===== src/hw/rtl/preemptive_priority_scheduler_macros.svh =====
// assertion helpers used by the scheduler rtl
`ifndef PREEMPTIVE_PRIORITY_SCHEDULER_MACROS_SVH
`define PREEMPTIVE_PRIORITY_SCHEDULER_MACROS_SVH

// consequent must hold in the same cycle as the antecedent
`define PPS_ASSERT_SAME(label, ante, cons, msg) \
   label: assert property (@(posedge clock) disable iff (reset) (ante) |-> (cons)) \
      else $error(msg);

// consequent must hold in the cycle after the antecedent
`define PPS_ASSERT_NEXT(label, ante, cons, msg) \
   label: assert property (@(posedge clock) disable iff (reset) (ante) |=> (cons)) \
      else $error(msg);

`endif


===== src/hw/rtl/pps_pkg.sv =====
package pps_pkg;

   // priority field width, fixed by the item format
   localparam int PRIO_BITS = 8;

   // request function codes
   typedef enum logic {
      FUNC_LOAD = 1'b0,
      FUNC_TICK = 1'b1
   } func_type;

   // control from the table scan to the selector
   typedef struct packed {
      logic clear;
      logic cand;
   } scan_ctl_type;

endpackage


===== src/hw/rtl/pps_select.sv =====
module pps_select #(
   parameter int SLOT_BITS = 4,
   parameter int TIME_BITS = 16
) (
   input  logic                           clock,
   input  logic                           reset,
   input  pps_pkg::scan_ctl_type          ctl,
   input  logic [SLOT_BITS-1:0]           cand_slot,
   input  logic [pps_pkg::PRIO_BITS-1:0]  cand_prio,
   input  logic [TIME_BITS-1:0]           cand_eff,
   output logic                           take,
   output logic                           found,
   output logic [SLOT_BITS-1:0]           best_slot
);
   import pps_pkg::*;

   logic                 found_ff;
   logic [SLOT_BITS-1:0] slot_ff;
   logic [PRIO_BITS-1:0] prio_ff;
   logic [TIME_BITS-1:0] eff_ff;

   // lower priority number wins, then earlier effective arrival, then lower slot
   assign take = ctl.cand && (!found_ff || (cand_prio < prio_ff) ||
                 ((cand_prio == prio_ff) && (cand_eff < eff_ff)));

   // found flag
   always_ff @(posedge clock) begin
      if (reset) begin
         found_ff <= 1'b0;
      end else if (ctl.clear) begin
         found_ff <= 1'b0;
      end else if (take) begin
         found_ff <= 1'b1;
      end
   end

   // best candidate so far
   always_ff @(posedge clock) begin
      if (take) begin
         slot_ff <= cand_slot;
         prio_ff <= cand_prio;
         eff_ff  <= cand_eff;
      end
   end

   assign found     = found_ff;
   assign best_slot = slot_ff;

endmodule


===== src/hw/rtl/preemptive_priority_scheduler.sv =====
// Load: written into the task table at the transfer edge.
// Tick: the sequencer goes through scan, last and decide, then preempt when a running task
// is preempted, then the result state; no new request is taken until idle. The table read
// port sweeps one slot a cycle, and a tick holds in its result state until the previous
// result has gone out. Reset clears time, running task, valid and has-run bits; table
// contents are undefined until loaded and need no clearing pass.
`include "preemptive_priority_scheduler_macros.svh"

module preemptive_priority_scheduler #(
   parameter int NUM_TASKS = 16,
   parameter int TIME_BITS = 16
) (
   input  logic        clock,
   input  logic        reset,
   input  logic        req_valid,
   output logic        req_ready,
   input  logic        req_func,
   input  logic [3:0]  req_slot,
   input  logic [15:0] req_arrival,
   input  logic [15:0] req_burst,
   input  logic [7:0]  req_prio,
   output logic        rsp_valid,
   input  logic        rsp_ready,
   output logic        rsp_idle,
   output logic [3:0]  rsp_running_slot,
   output logic        rsp_done_res,
   output logic [15:0] rsp_turnaround,
   output logic [15:0] rsp_waiting,
   output logic [15:0] rsp_response,
   output logic [15:0] rsp_now
);
   import pps_pkg::*;

   localparam int SLOT_BITS = $clog2(NUM_TASKS);
   localparam logic [SLOT_BITS-1:0] LAST_SLOT = SLOT_BITS'(NUM_TASKS - 1);
   localparam logic [TIME_BITS-1:0] TIME_MAX  = '1;

   typedef struct packed {
      logic [TIME_BITS-1:0] orig;
      logic [TIME_BITS-1:0] eff;
      logic [TIME_BITS-1:0] burst;
      logic [TIME_BITS-1:0] rem;
      logic [PRIO_BITS-1:0] prio;
      logic [TIME_BITS-1:0] first;
   } task_row_type;

   typedef enum logic [5:0] {
      ST_IDLE    = 6'b000001,
      ST_SCAN    = 6'b000010,
      ST_LAST    = 6'b000100,
      ST_DECIDE  = 6'b001000,
      ST_PREEMPT = 6'b010000,
      ST_RESP    = 6'b100000
   } state_type;

   task_row_type task_mem [NUM_TASKS];

   state_type            state_ff, state_in;
   logic [SLOT_BITS-1:0] cnt_ff, rd_slot_ff, cur_slot_ff, chose_ff;
   logic                 rd_vld_ff;
   task_row_type         rd_row_ff, best_row_ff, cur_row_ff;
   logic [NUM_TASKS-1:0] task_valid_ff, has_run_ff;
   logic [TIME_BITS-1:0] time_ff, time_next;
   logic                 cur_valid_ff, cur_rdy_ff;
   logic                 run_ff, done_ff;
   logic [TIME_BITS-1:0] ta_ff, wt_ff, rs_ff;

   logic                 rsp_valid_ff, rsp_idle_ff, rsp_done_ff;
   logic [3:0]           rsp_slot_ff;
   logic [15:0]          rsp_ta_ff, rsp_wt_ff, rsp_rs_ff, rsp_now_ff;

   logic                 req_acc, tick_acc, load_acc, slot_ok, rsp_fire;
   logic [31:0]          slot_ext, arr_ext, bur_ext;
   logic [SLOT_BITS-1:0] ld_slot;
   logic [TIME_BITS-1:0] ld_arr, ld_bur;

   logic                 rd_rdy, take, sel_found;
   logic [SLOT_BITS-1:0] sel_slot;
   scan_ctl_type         scan_ctl;

   logic                 cur_ok, preempt;
   logic [SLOT_BITS-1:0] ch_slot;
   task_row_type         ch_row;
   logic [TIME_BITS-1:0] ch_first, ch_rem, ch_ta, ch_wt, ch_rs;

   logic                 wr_en;
   logic [SLOT_BITS-1:0] wr_addr;
   task_row_type         wr_row;

   logic [31:0]          ch_ext, ta_ext, wt_ext, rs_ext, now_ext;

   // request decode
   assign req_ready = (state_ff == ST_IDLE);
   assign req_acc   = req_valid && req_ready;
   assign tick_acc  = req_acc && (req_func == FUNC_TICK);
   assign slot_ext  = 32'(req_slot);
   assign slot_ok   = slot_ext < 32'(NUM_TASKS);
   assign load_acc  = req_acc && (req_func == FUNC_LOAD) && slot_ok;
   assign ld_slot   = slot_ext[SLOT_BITS-1:0];
   assign arr_ext   = 32'(req_arrival);
   assign bur_ext   = 32'(req_burst);
   assign ld_arr    = arr_ext[TIME_BITS-1:0];
   assign ld_bur    = bur_ext[TIME_BITS-1:0];

   // saturating time step
   assign time_next = (time_ff < TIME_MAX) ? time_ff + TIME_BITS'(1) : TIME_MAX;

   // candidate from the scan read port
   assign rd_rdy         = task_valid_ff[rd_slot_ff] && (rd_row_ff.eff <= time_ff);
   assign scan_ctl.clear = tick_acc;
   assign scan_ctl.cand  = rd_vld_ff && rd_rdy;

   pps_select #(
      .SLOT_BITS (SLOT_BITS),
      .TIME_BITS (TIME_BITS)
   ) u_select (
      .clock     (clock),
      .reset     (reset),
      .ctl       (scan_ctl),
      .cand_slot (rd_slot_ff),
      .cand_prio (rd_row_ff.prio),
      .cand_eff  (rd_row_ff.eff),
      .take      (take),
      .found     (sel_found),
      .best_slot (sel_slot)
   );

   // decision: running task keeps the cpu on a priority tie
   assign cur_ok   = cur_valid_ff && cur_rdy_ff && (cur_row_ff.prio <= best_row_ff.prio);
   assign ch_slot  = cur_ok ? cur_slot_ff : sel_slot;
   assign ch_row   = cur_ok ? cur_row_ff : best_row_ff;
   assign ch_first = has_run_ff[ch_slot] ? ch_row.first : time_ff;
   assign ch_rem   = ch_row.rem - TIME_BITS'(1);
   assign ch_ta    = time_next - ch_row.orig;
   assign ch_wt    = (ch_ta >= ch_row.burst) ? ch_ta - ch_row.burst : '0;
   assign ch_rs    = ch_first - ch_row.orig;
   assign preempt  = cur_valid_ff && (cur_slot_ff != ch_slot) && task_valid_ff[cur_slot_ff];
   assign rsp_fire = !rsp_valid_ff || rsp_ready;

   // table write port: load, chosen task update, preempted task update
   always_comb begin
      wr_en   = 1'b0;
      wr_addr = ch_slot;
      wr_row  = ch_row;
      if (load_acc) begin
         wr_en   = 1'b1;
         wr_addr = ld_slot;
         wr_row  = '{orig: ld_arr, eff: ld_arr, burst: ld_bur, rem: ld_bur,
                     prio: req_prio, first: '0};
      end else if ((state_ff == ST_DECIDE) && sel_found) begin
         wr_en        = 1'b1;
         wr_row.first = ch_first;
         wr_row.rem   = ch_rem;
      end else if (state_ff == ST_PREEMPT) begin
         wr_en      = 1'b1;
         wr_addr    = cur_slot_ff;
         wr_row     = cur_row_ff;
         wr_row.eff = time_ff;
      end
   end

   // task table
   always_ff @(posedge clock) begin
      if (wr_en) begin
         task_mem[wr_addr] <= wr_row;
      end
      rd_row_ff <= task_mem[cnt_ff];
   end

   // sequencer
   always_comb begin
      state_in = state_ff;
      unique case (state_ff)
         ST_IDLE: begin
            if (tick_acc) begin
               state_in = ST_SCAN;
            end
         end
         ST_SCAN: begin
            if (cnt_ff == LAST_SLOT) begin
               state_in = ST_LAST;
            end
         end
         ST_LAST: begin
            state_in = ST_DECIDE;
         end
         ST_DECIDE: begin
            state_in = (sel_found && preempt) ? ST_PREEMPT : ST_RESP;
         end
         ST_PREEMPT: begin
            state_in = ST_RESP;
         end
         ST_RESP: begin
            if (rsp_fire) begin
               state_in = ST_IDLE;
            end
         end
         default: begin
            state_in = ST_IDLE;
         end
      endcase
   end

   // control state
   always_ff @(posedge clock) begin
      if (reset) begin
         state_ff      <= ST_IDLE;
         cnt_ff        <= '0;
         rd_vld_ff     <= 1'b0;
         task_valid_ff <= '0;
         has_run_ff    <= '0;
         time_ff       <= '0;
         cur_slot_ff   <= '0;
         cur_valid_ff  <= 1'b0;
         rsp_valid_ff  <= 1'b0;
      end else begin
         state_ff  <= state_in;
         rd_vld_ff <= (state_ff == ST_SCAN);
         if (tick_acc) begin
            cnt_ff <= '0;
         end else if ((state_ff == ST_SCAN) && (cnt_ff != LAST_SLOT)) begin
            cnt_ff <= cnt_ff + SLOT_BITS'(1);
         end
         if (state_ff == ST_SCAN) begin
            rd_slot_ff <= cnt_ff;
         end
         if (load_acc) begin
            task_valid_ff[ld_slot] <= (ld_bur != '0);
            has_run_ff[ld_slot]    <= 1'b0;
            if (cur_valid_ff && (cur_slot_ff == ld_slot)) begin
               cur_valid_ff <= 1'b0;
            end
         end
         if ((state_ff == ST_DECIDE) && sel_found) begin
            has_run_ff[ch_slot] <= 1'b1;
            if (ch_rem == '0) begin
               task_valid_ff[ch_slot] <= 1'b0;
            end
         end
         if ((state_ff == ST_RESP) && rsp_fire) begin
            rsp_valid_ff <= 1'b1;
            time_ff      <= time_next;
            if (run_ff) begin
               cur_valid_ff <= !done_ff;
               cur_slot_ff  <= chose_ff;
            end
         end else if (rsp_valid_ff && rsp_ready) begin
            rsp_valid_ff <= 1'b0;
         end
      end
   end

   // scan capture and decision results
   always_ff @(posedge clock) begin
      if (take) begin
         best_row_ff <= rd_row_ff;
      end
      if (rd_vld_ff && (rd_slot_ff == cur_slot_ff)) begin
         cur_row_ff <= rd_row_ff;
         cur_rdy_ff <= rd_rdy;
      end
      if (state_ff == ST_DECIDE) begin
         chose_ff <= ch_slot;
         run_ff   <= sel_found;
         done_ff  <= sel_found && (ch_rem == '0);
         ta_ff    <= ch_ta;
         wt_ff    <= ch_wt;
         rs_ff    <= ch_rs;
      end
   end

   // result register
   assign ch_ext  = 32'(chose_ff);
   assign ta_ext  = 32'(ta_ff);
   assign wt_ext  = 32'(wt_ff);
   assign rs_ext  = 32'(rs_ff);
   assign now_ext = 32'(time_next);

   always_ff @(posedge clock) begin
      if ((state_ff == ST_RESP) && rsp_fire) begin
         rsp_idle_ff <= !run_ff;
         rsp_slot_ff <= run_ff ? ch_ext[3:0] : 4'd0;
         rsp_done_ff <= done_ff;
         rsp_ta_ff   <= done_ff ? ta_ext[15:0] : 16'd0;
         rsp_wt_ff   <= done_ff ? wt_ext[15:0] : 16'd0;
         rsp_rs_ff   <= done_ff ? rs_ext[15:0] : 16'd0;
         rsp_now_ff  <= now_ext[15:0];
      end
   end

   assign rsp_valid        = rsp_valid_ff;
   assign rsp_idle         = rsp_idle_ff;
   assign rsp_running_slot = rsp_slot_ff;
   assign rsp_done_res     = rsp_done_ff;
   assign rsp_turnaround   = rsp_ta_ff;
   assign rsp_waiting      = rsp_wt_ff;
   assign rsp_response     = rsp_rs_ff;
   assign rsp_now          = rsp_now_ff;

   // checks
   `PPS_ASSERT_SAME(a_cur_is_live, (state_ff == ST_IDLE) && cur_valid_ff,
      task_valid_ff[cur_slot_ff], "running task is not a live table entry")
   `PPS_ASSERT_SAME(a_chosen_is_live, (state_ff == ST_DECIDE) && sel_found,
      task_valid_ff[ch_slot], "chosen task is not a live table entry")
   `PPS_ASSERT_SAME(a_idle_not_done, rsp_valid_ff && rsp_idle_ff,
      !rsp_done_ff, "idle tick reports a completion")
   `PPS_ASSERT_NEXT(a_preempt_then_resp, state_ff == ST_PREEMPT,
      state_ff == ST_RESP, "preempt write not followed by result")

endmodule

===== config.mk =====
export PLATFORM = sky130hd
export DESIGN_NAME = preemptive_priority_scheduler
export DESIGN_NICKNAME = d
export VERILOG_FILES = /design/src/hw/rtl/pps_pkg.sv /design/src/hw/rtl/pps_select.sv /design/src/hw/rtl/preemptive_priority_scheduler.sv
export VERILOG_INCLUDE_DIRS = /design/src /design/src/hw/rtl
export SDC_FILE = /design/constraint.sdc
export NUM_CORES = 2
export LEC_CHECK = 0
export BUFFER_PORTS_ARGS = -buffer_cell sky130_fd_sc_hd__buf_4
export CORE_MARGIN = 2
export CORE_UTILIZATION = 48
export DETAILED_ROUTE_END_ITERATION = 10
export PLACE_DENSITY_LB_ADDON = 0.25
export SETUP_SLACK_MARGIN = 0.3
export SYNTH_ARGS = -nofsm -noshare
export SYNTH_HDL_FRONTEND = slang
export SYNTH_HIERARCHICAL = 1
export SYNTH_SLANG_ARGS = --single-unit

===== constraint.sdc =====
create_clock -name clock -period 11.5 [get_ports clock]
set_input_delay 2.3 -clock clock [delete_from_list [all_inputs] [get_ports clock]]
set_output_delay 2.3 -clock clock [all_outputs]
set_load 0.005 [all_outputs]

==> impl_metrics.toml <==
[placement]
hpwl_mm = 110
place_congestion = 0.932
pre_cts_ws_ns = 4.51
dpl-instance-area_um2 = 79000
portBuffers = 120

[setup_path]
worst_path_most_repeated_cell = "mux2i_1"
worstPathMaxFanout = 16
crit_slowest_cell = "mux2i_2"
worstSetupPathType = "reg2reg"
start_kind = "register"
critPathMaxStageDelay_ns = 0.78
crit_arrival_ns = 7.76
cp-end-kind = "register"
cp_data_required_time_ns = 12.06

[synth]
postSynthAreaPerCell_um2 = 19.1
synthesis.area_um2 = 75200
synth_edf_count = 1741
yosysWarnings = 6
synth_ff_type = "edfxtp_1"
synth_cell_type_count = 82
ys_async_sr_fraction_pct = 0
syn_inst = 3940
synth_seq_cells = 1895
ys_seq_area_share_pct = 73.6
synth_nets = 4087

[power_and_ir_drop]
leakagePower_nw = 27.0
p_int_mw = 11.0
p_seq_share_pct = 54.8
swShare_pct = 19.7
ir_worst_vdd_uv = 117
p_comb_share_pct = 1.7
p_per_area_nw_per_um2 = 162
pwr-share-clk_pct = 43.5
p_switching_mw = 2.72

[final_layout]
fin_area_um2 = 85000
drive_gt1_share_pct = 23.2
diodes = 0
n_fill_cell = 11800
final_common_cell = "edfxtp_1"
nets = 4320
mostFrequentLayoutCells = "edfxtp_1, mux4_2, buf_4"
area_growth_pct = 13.0

[drt]
drt-pass1-iter-count = 6
drt_iter0_drc = 4746
via_per_inst = 6.09
route.detailed.drc = 0
vias = 38900
ant_nets = 0
wire_per_inst_um = 29.7
routed_wl_mm = 190

[global_route]
grt_usage_pct = 23.8
grt_pass1_vias = 38000
grt_pass1_wl_mm = 272
antenna_found_initial = 9
grt_overflow = 0
grt_max_degree = 136

[die]
dieWidth_um = 400
dieArea_um2 = 160000
fp.dieH_um = 400
io_pins = 121
initial_utilization_pct = 48.2
core_um2 = 156000
std_cell_rows = 145

[run]
cap_violations = 0

[sta]
whs_ns = 0.431
slew_violations = 0
fmax_mhz = 139
setup_ws_ns = 4.30
finalCritPeriodShare_pct = 62.6
tightestPinTransition_ns = 1.37
fin_skew_ns = 0.0365
setup_viol = 0
rsz0062_at_grt = "false"
min_period_ns = 7.20
slew_headroom_pct = 8.46
hold_viol = 0
finalSetupTns_ns = 0

[clock_tree]
cts_tree = "done"
postCtsSetupBuffers = 0
htree_levels = 4
cts_buffer_depth = 3
cts_made_buffers = 185
clock_latency_ns = 0.82
post_cts_resize_count = 0
cts_sinks = 1895
cts_root_buffer = "clkbuf_16"
clk_pin_slew_worst_paths_ns = 0.06
hold_buffers = 0

[status]
outcome = "finished clean"

[min_path]
worstHoldPathType = "reg2reg"
[layout make-up]
| type | instances | area, um^2 | share of cell area (%) |
|---|---|---|---|
| flip-flops and latches | 1895 | 55400 | 65.2 |
| multi-input cells | 1789 | 19000 | 22.4 |
| clock buffers | 266 | 5160 | 6.07 |
| well taps | 2058 | 2570 | 3.03 |
| repair buffers | 230 | 1790 | 2.11 |
| clock inverters | 75 | 798 | 0.939 |
| inverters | 72 | 273 | 0.321 |
[synthesized netlist by cell type (all sizes together), types with 5 or more instances]
master  number  share of area, %
a31oi       38              0.32
mux2i      107               1.5
mux4       450                13
o221a       14              0.21
a211oi      20              0.21
nor2b       16              0.13
and2        56              0.47
a22oi       14              0.14
nor3b        8             0.087
xor2        29              0.34
a221oi      10              0.12
nand3       34              0.23
nand2b      23              0.20
nor4        11              0.10
o31a         5             0.058
ha          95               1.6
nor4b        5             0.078
dfxtp      154               4.1
or2          8             0.067
xnor2       53              0.62
a21o        10              0.10
edfxtp    1741                70
buf         48              0.30
a21oi      123              0.82
inv         71              0.35
or3         10             0.083
nor2       192              0.97
o21a        32              0.32
clkbuf     136              0.68
nand2      221               1.1
and3        11             0.092
nor3        48              0.32
o21ai       79              0.53
nand4       13              0.11
[state kept, by name, indices dropped and copies added, names as in the netlist, 6 cells and up]
name              cells
rsp_turnaround       16
time_ff              16
ta_ff                16
rd_row_ff            88
has_run_ff           16
rs_ff                16
u_select/eff_ff      16
rsp_now              16
rsp_response         16
task_valid_ff        16
state_ff              6
task_mem           1408
best_row_ff          88
rsp_waiting          16
u_select/prio_ff      8
wt_ff                16
cur_row_ff           88
[path summary, 6_finish.rpt]
| check | to | cells past startpoint | slack (ns) | startpoint |
|---|---|---|---|---|
| max reg2reg | rs_ff[14]$_DFFE_PN_ | 26 | 4.30 | cur_row_ff[21]$_DFFE_PP_ |
| min | best_row_ff[1]$_DFFE_PP_ | 0 | 0.43 | rd_row_ff[1]$_DFF_P_ |
| max | rs_ff[14]$_DFFE_PN_ | 26 | 4.30 | cur_row_ff[21]$_DFFE_PP_ |
| min reg2reg | best_row_ff[1]$_DFFE_PP_ | 0 | 0.43 | rd_row_ff[1]$_DFF_P_ |
[worst max-delay path: cells and delay by family (launching register included)]
| kind | cells | cell delay [ns] |
|---|---|---|
| adder cells (fa/ha/maj) | 3 | 0.98 |
| flip-flops | 1 | 0.39 |
| multiplexers | 6 | 2.28 |
| buffers and inverters | 2 | 0.34 |
| XOR/XNOR | 1 | 0.09 |
| AO/OA/AOI/OAI | 10 | 1.85 |
| AND/OR/NAND/NOR | 4 | 0.97 |
[per-stage QoR]
stage          total power, mW  std cells  utilization (%)
2_1_floorplan             7.81       3940                -
3_3_place_gp              7.91       6042             50.7
3_5_place_dp              7.92       6042             50.7
4_1_cts                   13.9       6383             54.5
5_1_grt                   14.1       6385             54.5
6_report                  13.8       6385             54.5
[layer usage]
metal | vias to the layer above | share of wire, % | global-route usage (%)
met1 | 20600 | 42 | 35.0
li1 | 16300 | - | -
met5 | - | 0 | 0
met2 | 1672 | 47 | 36.7
met3 | 261 | 7.5 | 3.79
met4 | 0 | 3.0 | 7.65
[kinds of logic (layout without fill, tap and decap cells)]
family | Yosys count | in the layout | synth area share [%]
buf+inv | 256 | 643 | 1.34
mux | 559 | 559 | 15.0
simple gates | 668 | 668 | 4.17
xor+xnor | 83 | 83 | 0.987
fa+ha+maj | 98 | 98 | 1.66
compound gates | 381 | 381 | 3.23
flops | 1895 | 1895 | 73.6
[power by group through the flow]
| stage | clock [mW] | combinational, mW | sequential [mW] |
|---|---|---|---|
| after floorplan | 0 | 0.115 | 7.69 |
| after global placement | 0 | 0.221 | 7.69 |
| after detailed placement | 0 | 0.227 | 7.69 |
| after CTS | 6.08 | 0.228 | 7.55 |
| after global routing | 6.33 | 0.245 | 7.55 |
| final | 5.99 | 0.229 | 7.55 |
Note: power is estimated with default switching activity, not from simulation.
